`config.mk`:
```
export PLATFORM = sky130hd
export DESIGN_NAME = cell_dissolve_threshold_hash_unit
export DESIGN_NICKNAME = d
export VERILOG_FILES = /design/src/rtl/cdth_pkg.sv /design/src/rtl/cdth_hash_pipe.sv /design/src/rtl/cell_dissolve_threshold_hash_unit.sv
export SDC_FILE = /design/constraint.sdc
export NUM_CORES = 2
export LEC_CHECK = 0
export BUFFER_PORTS_ARGS = -buffer_cell sky130_fd_sc_hd__buf_2
export CORE_UTILIZATION = 45
export CTS_CLUSTER_SIZE = 25
export DETAILED_ROUTE_END_ITERATION = 8
export GPL_ROUTABILITY_DRIVEN = 0
export SLEW_MARGIN = 20
export SYNTH_ARGS = -nofsm -noshare
export SYNTH_HDL_FRONTEND = slang
export SYNTH_SLANG_ARGS = --single-unit
```
`constraint.sdc`:
```
create_clock -name clk -period 12.8 [get_ports clk]
set_input_delay 0.64 -clock clk [delete_from_list [all_inputs] [get_ports clk]]
set_output_delay 0.64 -clock clk [all_outputs]
set_load 0.02 [all_outputs]
```
`src/rtl/cdth_pkg.sv`:
```
package cdth_pkg;

  // Coordinate width on the input channel
  localparam int COORD_BITS = 16;

  // Stream widths, padded to whole bytes
  localparam int IN_W       = ((2 * COORD_BITS + 7) / 8) * 8;
  localparam int OUT_RAW_W  = 17 + 1 + 1 + 18;
  localparam int OUT_W      = ((OUT_RAW_W + 7) / 8) * 8;

  // Hash mixing constants
  localparam logic [31:0] MIX_COL    = 32'h9E37_79B1;
  localparam logic [31:0] MIX_ROW    = 32'h85EB_CA6B;
  localparam logic [31:0] MIX_A      = 32'h2C1B_3C6D;
  localparam logic [31:0] MIX_B      = 32'h297A_2D39;
  localparam logic [31:0] SALT_THR   = 32'hA5A5_A5A5;
  localparam logic [31:0] SALT_SHIFT = 32'h5F35_6495;

  // Level full scale (1.0 in units of 1/100000)
  localparam logic [16:0] ALPHA_FULL = 17'd100000;

  // Threshold modulo: 100000 = 32 * 3125, reduce h >> 5 by 3125
  localparam logic [11:0] THR_DIV    = 12'd3125;
  localparam logic [20:0] THR_RECIP  = 21'd1374389;   // floor(2^32 / 3125)

  // Shift modulo 200001
  localparam logic [17:0] SHIFT_DIV   = 18'd200001;
  localparam logic [14:0] SHIFT_RECIP = 15'd21474;    // floor(2^32 / 200001)

  // Configuration register indexes
  localparam int          CFG_IDX_W = 2;
  localparam logic [1:0]  REG_ALPHA = 2'd0;
  localparam logic [1:0]  REG_BAND  = 2'd1;

  typedef struct packed {
    logic [31:0] thr_hash;
    logic [31:0] shift_hash;
  } hash_pair_t;

  function automatic logic [16:0] sat_level(input logic [16:0] v);
    return (v > ALPHA_FULL) ? ALPHA_FULL : v;
  endfunction

endpackage

```
`src/rtl/cdth_hash_pipe.sv`:
```
module cdth_hash_pipe (
  input  logic                                   clk,
  input  logic                                   rst_n,
  input  logic                                   in_valid,
  output logic                                   in_ready,
  input  logic signed [cdth_pkg::COORD_BITS-1:0] cell_col,
  input  logic signed [cdth_pkg::COORD_BITS-1:0] cell_row,
  output logic                                   out_valid,
  input  logic                                   out_ready,
  output cdth_pkg::hash_pair_t                   out_hash
);

  logic        v1_r, v2_r, v3_r;
  logic        en1, en2, en3;

  logic [31:0] col_ext, row_ext;
  logic [31:0] pc_nxt, pr_nxt, pc_r, pr_r;
  logic [31:0] base, ht0, hs0, ht1, hs1;
  logic [31:0] mt_nxt, ms_nxt, mt_r, ms_r;
  logic [31:0] ht2, hs2;
  logic [31:0] nt_nxt, ns_nxt, nt_r, ns_r;

  // Stall control: a stage loads when it is empty or its successor loads
  assign en3      = !v3_r || out_ready;
  assign en2      = !v2_r || en3;
  assign en1      = !v1_r || en2;
  assign in_ready = en1;

  // Stage 1: sign-extend, multiply each coordinate
  assign col_ext = 32'(cell_col);
  assign row_ext = 32'(cell_row);
  assign pc_nxt  = col_ext * cdth_pkg::MIX_COL;
  assign pr_nxt  = row_ext * cdth_pkg::MIX_ROW;

  // Stage 2: combine with salts, xorshift 15, multiply
  assign base   = pc_r ^ pr_r;
  assign ht0    = base ^ cdth_pkg::SALT_THR;
  assign hs0    = base ^ cdth_pkg::SALT_SHIFT;
  assign ht1    = ht0 ^ (ht0 >> 15);
  assign hs1    = hs0 ^ (hs0 >> 15);
  assign mt_nxt = ht1 * cdth_pkg::MIX_A;
  assign ms_nxt = hs1 * cdth_pkg::MIX_A;

  // Stage 3: xorshift 12, multiply
  assign ht2    = mt_r ^ (mt_r >> 12);
  assign hs2    = ms_r ^ (ms_r >> 12);
  assign nt_nxt = ht2 * cdth_pkg::MIX_B;
  assign ns_nxt = hs2 * cdth_pkg::MIX_B;

  always_ff @(posedge clk) begin
    if (!rst_n) begin
      v1_r <= 1'b0;
      v2_r <= 1'b0;
      v3_r <= 1'b0;
    end else begin
      if (en1) v1_r <= in_valid;
      if (en2) v2_r <= v1_r;
      if (en3) v3_r <= v2_r;
    end
  end

  always_ff @(posedge clk) begin
    if (en1) begin
      pc_r <= pc_nxt;
      pr_r <= pr_nxt;
    end
    if (en2) begin
      mt_r <= mt_nxt;
      ms_r <= ms_nxt;
    end
    if (en3) begin
      nt_r <= nt_nxt;
      ns_r <= ns_nxt;
    end
  end

  // Final xorshift 15 on the registered products
  assign out_valid           = v3_r;
  assign out_hash.thr_hash   = nt_r ^ (nt_r >> 15);
  assign out_hash.shift_hash = ns_r ^ (ns_r >> 15);

endmodule

```
`src/rtl/cell_dissolve_threshold_hash_unit.sv`:
```
// Pipeline: 3 hash stages, 3 modulo stages, 1 compare/output stage.
// Throughput: one cell per cycle unless the output stalls; every stage holds its
//   own valid bit and fills bubbles while the output is stalled.
// Reset (rst_n low, synchronous): empties the pipeline and clears alpha_level
//   and band_width to 0. Configuration writes are always ready.
module cell_dissolve_threshold_hash_unit (
  input  logic                              clk,
  input  logic                              rst_n,

  // Cell stream in
  input  logic                              in_tvalid,
  output logic                              in_tready,
  input  logic [cdth_pkg::IN_W-1:0]         in_tdata,   // cell_col, cell_row

  // Result stream out
  output logic                              out_tvalid,
  input  logic                              out_tready,
  output logic [cdth_pkg::OUT_W-1:0]        out_tdata,  // threshold_code[16:0],
                                                        // block_on, on_wavefront,
                                                        // shift_code[17:0], zero pad

  // Configuration writes
  input  logic                              cfg_valid,
  output logic                              cfg_ready,
  input  logic [cdth_pkg::CFG_IDX_W-1:0]    cfg_index,
  input  logic [16:0]                       cfg_data
);

  localparam int CB = cdth_pkg::COORD_BITS;

  // ---------------------------------------------------------------------------
  // Configuration registers, saturated to full scale on write
  // ---------------------------------------------------------------------------
  logic [16:0] alpha_r, band_r;

  assign cfg_ready = 1'b1;

  always_ff @(posedge clk) begin
    if (!rst_n) begin
      alpha_r <= '0;
      band_r  <= '0;
    end else if (cfg_valid) begin
      case (cfg_index)
        cdth_pkg::REG_ALPHA: alpha_r <= cdth_pkg::sat_level(cfg_data);
        cdth_pkg::REG_BAND:  band_r  <= cdth_pkg::sat_level(cfg_data);
        default: ;  // unknown index: drop the write
      endcase
    end
  end

  // ---------------------------------------------------------------------------
  // Hash front end: three multiply stages
  // ---------------------------------------------------------------------------
  logic signed [CB-1:0] cell_col, cell_row;
  logic                 h_valid, h_ready;
  cdth_pkg::hash_pair_t h_pair;

  assign cell_col = in_tdata[CB-1:0];
  assign cell_row = in_tdata[2*CB-1:CB];

  cdth_hash_pipe u_hash (
    .clk       (clk),
    .rst_n     (rst_n),
    .in_valid  (in_tvalid),
    .in_ready  (in_tready),
    .cell_col  (cell_col),
    .cell_row  (cell_row),
    .out_valid (h_valid),
    .out_ready (h_ready),
    .out_hash  (h_pair)
  );

  // ---------------------------------------------------------------------------
  // Stall control for the back end
  // ---------------------------------------------------------------------------
  logic va_r, vb_r, vc_r, vd_r;
  logic ena, enb, enc, end_en;

  assign end_en  = !vd_r || out_tready;
  assign enc     = !vc_r || end_en;
  assign enb     = !vb_r || enc;
  assign ena     = !va_r || enb;
  assign h_ready = ena;

  always_ff @(posedge clk) begin
    if (!rst_n) begin
      va_r <= 1'b0;
      vb_r <= 1'b0;
      vc_r <= 1'b0;
      vd_r <= 1'b0;
    end else begin
      if (ena)    va_r <= h_valid;
      if (enb)    vb_r <= va_r;
      if (enc)    vc_r <= vb_r;
      if (end_en) vd_r <= vc_r;
    end
  end

  // ---------------------------------------------------------------------------
  // Stage A: quotient estimates by reciprocal multiply (low by at most one).
  // Threshold: h mod 100000 = ((h >> 5) mod 3125) * 32 + h[4:0].
  // ---------------------------------------------------------------------------
  logic [26:0] xt;
  logic [47:0] prod_t;
  logic [46:0] prod_s;
  logic [15:0] qt_nxt, qt_r;
  logic [14:0] qs_nxt, qs_r;
  logic [26:0] xt_r;
  logic [4:0]  lo_a_r;
  logic [31:0] hs_r;

  assign xt     = h_pair.thr_hash[31:5];
  assign prod_t = 48'(xt) * 48'(cdth_pkg::THR_RECIP);
  assign prod_s = 47'(h_pair.shift_hash) * 47'(cdth_pkg::SHIFT_RECIP);
  assign qt_nxt = prod_t[47:32];
  assign qs_nxt = prod_s[46:32];

  always_ff @(posedge clk) begin
    if (ena) begin
      qt_r   <= qt_nxt;
      qs_r   <= qs_nxt;
      xt_r   <= xt;
      lo_a_r <= h_pair.thr_hash[4:0];
      hs_r   <= h_pair.shift_hash;
    end
  end

  // ---------------------------------------------------------------------------
  // Stage B: partial remainders, each below twice its divisor
  // ---------------------------------------------------------------------------
  logic [26:0] mt, dt;
  logic [31:0] ms, ds;
  logic [12:0] dt_nxt, dt_r;
  logic [18:0] ds_nxt, ds_r;
  logic [4:0]  lo_b_r;

  assign mt     = 27'(qt_r) * 27'(cdth_pkg::THR_DIV);
  assign dt     = xt_r - mt;
  assign ms     = 32'(qs_r) * 32'(cdth_pkg::SHIFT_DIV);
  assign ds     = hs_r - ms;
  assign dt_nxt = dt[12:0];
  assign ds_nxt = ds[18:0];

  always_ff @(posedge clk) begin
    if (enb) begin
      dt_r   <= dt_nxt;
      ds_r   <= ds_nxt;
      lo_b_r <= lo_a_r;
    end
  end

  // ---------------------------------------------------------------------------
  // Stage C: one conditional subtract finishes each modulo
  // ---------------------------------------------------------------------------
  logic [12:0] rt;
  logic [18:0] rs;
  logic [16:0] thr_nxt, thr_r;
  logic [17:0] shift_nxt, shift_c_r;

  assign rt = (dt_r >= 13'(cdth_pkg::THR_DIV)) ? dt_r - 13'(cdth_pkg::THR_DIV) : dt_r;
  assign rs = (ds_r >= 19'(cdth_pkg::SHIFT_DIV)) ? ds_r - 19'(cdth_pkg::SHIFT_DIV) : ds_r;
  assign thr_nxt   = {rt[11:0], lo_b_r};
  assign shift_nxt = rs[17:0];

  always_ff @(posedge clk) begin
    if (enc) begin
      thr_r     <= thr_nxt;
      shift_c_r <= shift_nxt;
    end
  end

  // ---------------------------------------------------------------------------
  // Stage D: level compares into the output register
  // ---------------------------------------------------------------------------
  logic        a_zero, a_full, a_ge;
  logic [16:0] a_diff;
  logic        on_nxt, wave_nxt;
  logic        on_r, wave_r;
  logic [16:0] thr_d_r;
  logic [17:0] shift_d_r;

  assign a_zero   = (alpha_r == '0);
  assign a_full   = (alpha_r >= cdth_pkg::ALPHA_FULL);
  assign a_ge     = (alpha_r >= thr_r);
  assign a_diff   = alpha_r - thr_r;
  assign on_nxt   = !a_zero && (a_full || a_ge);
  assign wave_nxt = !a_zero && !a_full && (band_r != '0) && a_ge && (a_diff <= band_r);

  always_ff @(posedge clk) begin
    if (end_en) begin
      thr_d_r   <= thr_r;
      shift_d_r <= shift_c_r;
      on_r      <= on_nxt;
      wave_r    <= wave_nxt;
    end
  end

  assign out_tvalid = vd_r;
  assign out_tdata  = {(cdth_pkg::OUT_W - cdth_pkg::OUT_RAW_W)'(0),
                       shift_d_r, wave_r, on_r, thr_d_r};

endmodule
```
======== After elaboration in Yosys (flattened, before gate mapping) ========
Index checks and enable logic that the tools add are counted.
storage, ports and cells
  register bits ........................... 410
  bits of input ports ..................... 56
  output and inout port bits .............. 43
  logic and storage cells ................. 90
operators by class
  $add $sub $neg .......................... 5
  $mul .................................... 10
  order comparisons ....................... 6
  equality and inequality tests ........... 1
  mux-type cells .......................... 3
  bitwise gates (word level) .............. 9
  reduce and logical (&&, ||, !) cells .... 27
operator list
  cell                                                                      number
  32-bit by 30-bit multiplier with 32-bit output (second input constant)    4
  32-bit by 17-bit XOR with 32-bit output                                   4
  16-bit by 32-bit multiplier with 32-bit output (second input constant)    2
  32-bit by 20-bit XOR with 32-bit output                                   2
  27-bit by 21-bit multiplier with 48-bit output (second input constant)    1
  32-bit by 14-bit multiplier with 46-bit output (second input constant)    1
  32-bit XOR                                                                1
  19-bit by 18-bit >= comparator with 1-bit output (second input constant)  1
  15-bit by 18-bit multiplier with 19-bit output (second input constant)    1
  19-bit subtractor                                                         1
  18-bit 2-to-1 mux                                                         1
  18-bit subtractor (second input constant)                                 1
  17-bit >= comparator                                                      1
  17-bit >= comparator (second input constant)                              1
  17-bit > comparator (second input constant)                               1
  17-bit <= comparator                                                      1
  17-bit zero test                                                          1
  17-bit 2-to-1 mux                                                         1
  17-bit NOT                                                                1
  17-bit nonzero test                                                       1
  17-bit subtractor                                                         1
  16-bit by 12-bit multiplier with 13-bit output (second input constant)    1
  16-bit NOT                                                                1
  13-bit by 12-bit >= comparator with 1-bit output (second input constant)  1
  9 further kinds                                                           29

======== Depth between registers and ports, before layout ========
  depth in word-level cells ............... 8
  depth in mapped cells ................... 27
  depth with buffers taken out ............ 27

======== By module ========
Synthesis repeated with hierarchy kept, for this count alone.
unflattened totals
  cell total of the unflattened synthesis .. 7578
  area total of the unflattened synthesis .. 81861.0 µm²
by module, submodules not included
  module                             instances  cells each  area an instance (µm²)  sequential area each (µm²)
  cdth_hash_pipe                     1          4790        51555.7                 5795.6
  cell_dissolve_threshold_hash_unit  1          2788        30305.3                 5985.7

======== Least setup slack after synthesis ========
No wires, ideal clock.
  kind .................................... register to register
  start ................................... reg u_hash.pr_r[19]
  end ..................................... reg u_hash.ms_r[30] (data pin)
  data arrival time ....................... 7223 ps
  data required time ...................... 12620 ps
  slack ................................... 5397 ps
  stages on the path, launching flop included .. 24
  buffers on the path ..................... 0
  clock period less this slack ............ 7403 ps
  cells stage by stage .................... edfxtp_1 xor2_1 xnor2_1 inv_1 ha_1 fa_1 fa_1 fa_1 fa_1 ha_1 fa_1 inv_1 fa_1 inv_1 ha_1 a211o_1 nand2b_1 a211oi_2 o21ai_2 a31oi_2 a211oi_1 o31ai_2 or4b_1 o311ai_1
on the way
  cells in the longest elaborated chain, start to end .. 3
ends and longest elaborated chain
  item                                            RTL line              text
  from (decl)                                     cdth_hash_pipe.sv:17  logic [31:0] pc_nxt, pr_nxt, pc_r, pr_r;
  from (signal assigned)                          cdth_hash_pipe.sv:65  pr_r <= pr_nxt;
  32-bit XOR                                      cdth_hash_pipe.sv:36  assign base = pc_r ^ pr_r;
  32-bit by 17-bit XOR with 32-bit output         cdth_hash_pipe.sv:40  assign hs1 = hs0 ^ (hs0 >> 15);
  32-bit by 30-bit multiplier with 32-bit output  cdth_hash_pipe.sv:42  assign ms_nxt = hs1 * cdth_pkg::MIX_A;
  via u_hash.ms_nxt[30]                           cdth_hash_pipe.sv:19  logic [31:0] mt_nxt, ms_nxt, mt_r, ms_r;
  to (signal assigned)                            cdth_hash_pipe.sv:69  ms_r <= ms_nxt;
  to (decl)                                       cdth_hash_pipe.sv:19
The timed path passes the listed nets, and every way through them passes these cells.
A chain may end at the register's enable or synchronous reset.

======== Worst setup path in the final report ========
  start ................................... reg u_hash.pr_r[21]
  end ..................................... reg u_hash.ms_r[30] (data pin)
on the way
  cells in the longest elaborated chain, start to end .. 4
ends and longest elaborated chain
  item                                            RTL line
  32-bit XOR                                      cdth_hash_pipe.sv:36
  17-bit NOT (no line)                            --
  32-bit by 17-bit XOR with 32-bit output         cdth_hash_pipe.sv:40
  32-bit by 30-bit multiplier with 32-bit output  cdth_hash_pipe.sv:42
  via u_hash.ms_nxt[30]                           cdth_hash_pipe.sv:19
The timed path passes the listed nets, and every way through them passes these cells.

==> impl_metrics.ini <==
[drt]
vias = 51100
drc_errors = 0
drtPass1Iterations = 5
drt_iter0_drc = 2190
vias_per_cell = 4.99
drt-total-wl_mm = 186
wire_per_inst_um = 18.2
drtAntennaViolNets = 0

[finish]
multi_input_area_um2 = 61400
regArea_um2 = 11800
layout_commonest_cell = inv_1
drive_above_1_share = 0.0375
syn2layout_area_growth_pct = 6.66
fillers = 16700
final_cell_mix = 2309 x inv_1, 1563 x ha_1, 1464 x fa_1
final_nets = 10900

[sta]
hold_viol_final = 0
tightest_slew_ns = 1.11
slew_headroom = 0.251
finalCritPeriodShare = 0.642
worst_clock_skew_ns = 0.0430
fmax_mhz = 122
min_period_ns = 8.22
setup_violations = 0
rsz0062_at_grt = no
maxSlewViolCount = 0
fin_tns_setup_ns = 0

[logic_synthesis]
synth-edff-count = 365
synth.distinct_cells = 87
ys_warn_count = 0
syn_avg_cell_area_um2 = 10.7
seq_area_frac_synth = 0.144
synthCells = 7641
async_flop_share = 0
synth_flop_cell = edfxtp_1
synth_area_um2 = 81900
ys_seq_elements = 406

[floorplanning]
die_w_um = 429
dieArea_um2 = 184000
initial_core_util = 0.453
core_area_um2 = 181000
die_y_um = 429
rows = 156
pin_count = 99

[clocking]
ctsLongestPathBuffers = 3
post_cts_buffers = 0
cts.root.buffer_cell = clkbuf_16
cts_tree = built
clk_pin_slew_ns = 0.06
cts-htree-levels = 2
clkSinkCount = 406
ctsHoldBuffers = 0
cts_resized = 0
numCtsBuffers = 48
clkLatencyLatePin_ns = 0.66

[placed_design]
port_buffers = 94
hpwl_mm = 164

[hold_path]
min_from = cfg_data[0]
worstHoldPathType = input port to flip-flop

[grt]
grt_max_degree = 65
grt_use_total = 0.211
grt_pass1_wl_mm = 302
overflow = 0
grt_pass1_vias = 56500
antenna_found_initial = 1

[critical_path]
start_kind = flip-flop
worstPathRequired_ns = 13.24
crit_path_end_kind = flip-flop
critical_path_class = flip-flop to flip-flop
crit_arrival_ns = 8.66
cp_max_fo = 7
rr_startpoint = u_hash.pr_r[21]$_DFFE_PP_
crit_start = u_hash.pr_r[21]$_DFFE_PP_

[job]
maxCapViolations = 0

[status]
status = completed
synth_stat cells, types with 26 or more instances:
cell / count / area (um2)
nand2b_1: 32 / 200
nand3_1: 76 / 380
xor2_1: 155 / 1360
nor2_1: 151 / 567
inv_1: 2311 / 8670
a211oi_1: 31 / 233
fa_1: 1464 / 29300
a21o_1: 85 / 638
ha_1: 1563 / 19600
dfxtp_1: 41 / 821
a21oi_1: 178 / 891
a31oi_1: 26 / 163
nor2b_1: 34 / 213
o21a_1: 47 / 353
nand2_1: 164 / 616
o21ai_0: 110 / 551
nor3_1: 58 / 290
a21boi_0: 40 / 300
xnor2_1: 384 / 3360
edfxtp_1: 365 / 11000
o21bai_1: 33 / 248
logic make-up (layout without fill, tap and decap cells):
logic type,count (synthesis),count (layout),synth area share
fa+ha+maj,3028,3028,0.597
buf+inv,2335,2562,0.107
compound gates,671,671,0.0544
simple gates,653,653,0.0389
xor+xnor,541,541,0.0582
flops,406,406,0.144
mux,5,5,0.000642
other cells,2,5,0.0000917
through the flow:
stage	area (um2)	std cells	hold slack, ns	worst slack (ns)	util
after CTS	87400	10200	0.217	4.54	0.483
final	87400	10200	0.261	4.58	0.483
after floorplan	81900	7643	0.400	5.40	-
after global placement	85800	10200	0.402	4.79	0.475
after global routing	87400	10200	0.248	4.09	0.483
after detailed placement	85800	10200	0.405	4.62	0.475
flip-flops by register name, summed over array words and instances (netlist names), 17 cells and up:
name,count
u_hash.ms_r,32
u_hash.ns_r,32
u_hash.nt_r,32
u_hash.pc_r,32
u_hash.pr_r,32
u_hash.mt_r,31
ds_r,19
hs_r,19
shift_c_r,18
shift_d_r,18
alpha_r,17
band_r,17
thr_d_r,17
thr_r,17
critical path, cell delays in order (launching register included):
cell      delay [ns]
edfxtp_1        0.38
xnor2_1         0.73
xnor2_1         0.54
ha_1            0.50
xor2_1          0.25
ha_1            0.22
or2_2           0.28
fa_1            0.46
fa_1            0.54
fa_1            0.45
fa_1            0.57
fa_1            0.44
fa_1            0.48
ha_1            0.37
a21o_1          0.20
a21o_1          0.18
a21oi_1         0.14
nor2b_1         0.07
a31oi_2         0.22
a211oi_1        0.17
o31ai_2         0.27
or4b_1          0.46
o311ai_1        0.09
layer usage:
metal,GRT usage,vias to the layer above,wire [um]
li1,-,24200,-
met1,0.273,25700,81500
met2,0.365,908,91200
met3,0.0287,266,7800
met4,0.0620,2,5930
met5,0,-,13
worst paths after layout:
| check | endpoint | slack [ns] | depth (start not counted) |
|---|---|---|---|
| worst max-delay path | u_hash.ms_r[30]$_DFFE_PP_ | 4.58 | 22 |
| worst min register to register | thr_r[2]$_DFFE_PP_ | 0.41 | 0 |
| worst min-delay path | band_r[0]$_SDFFE_PN0P_ | 0.26 | 3 |
| worst max register to register | u_hash.ms_r[30]$_DFFE_PP_ | 4.58 | 22 |
area by class of cell:
cell class | count | share of cell area
antenna | 1 | 0.0000286
clock buffer | 52 | 0.0139
clock inverter | 36 | 0.00402
inverter | 2311 | 0.0993
multi-input combinational | 4902 | 0.703
sequential | 406 | 0.135
tap | 2370 | 0.0339
timing repair buffer | 163 | 0.0113
Power is not shown: default switching activity piles up to over one toggle a cycle in this logic, so the estimate is an artifact.
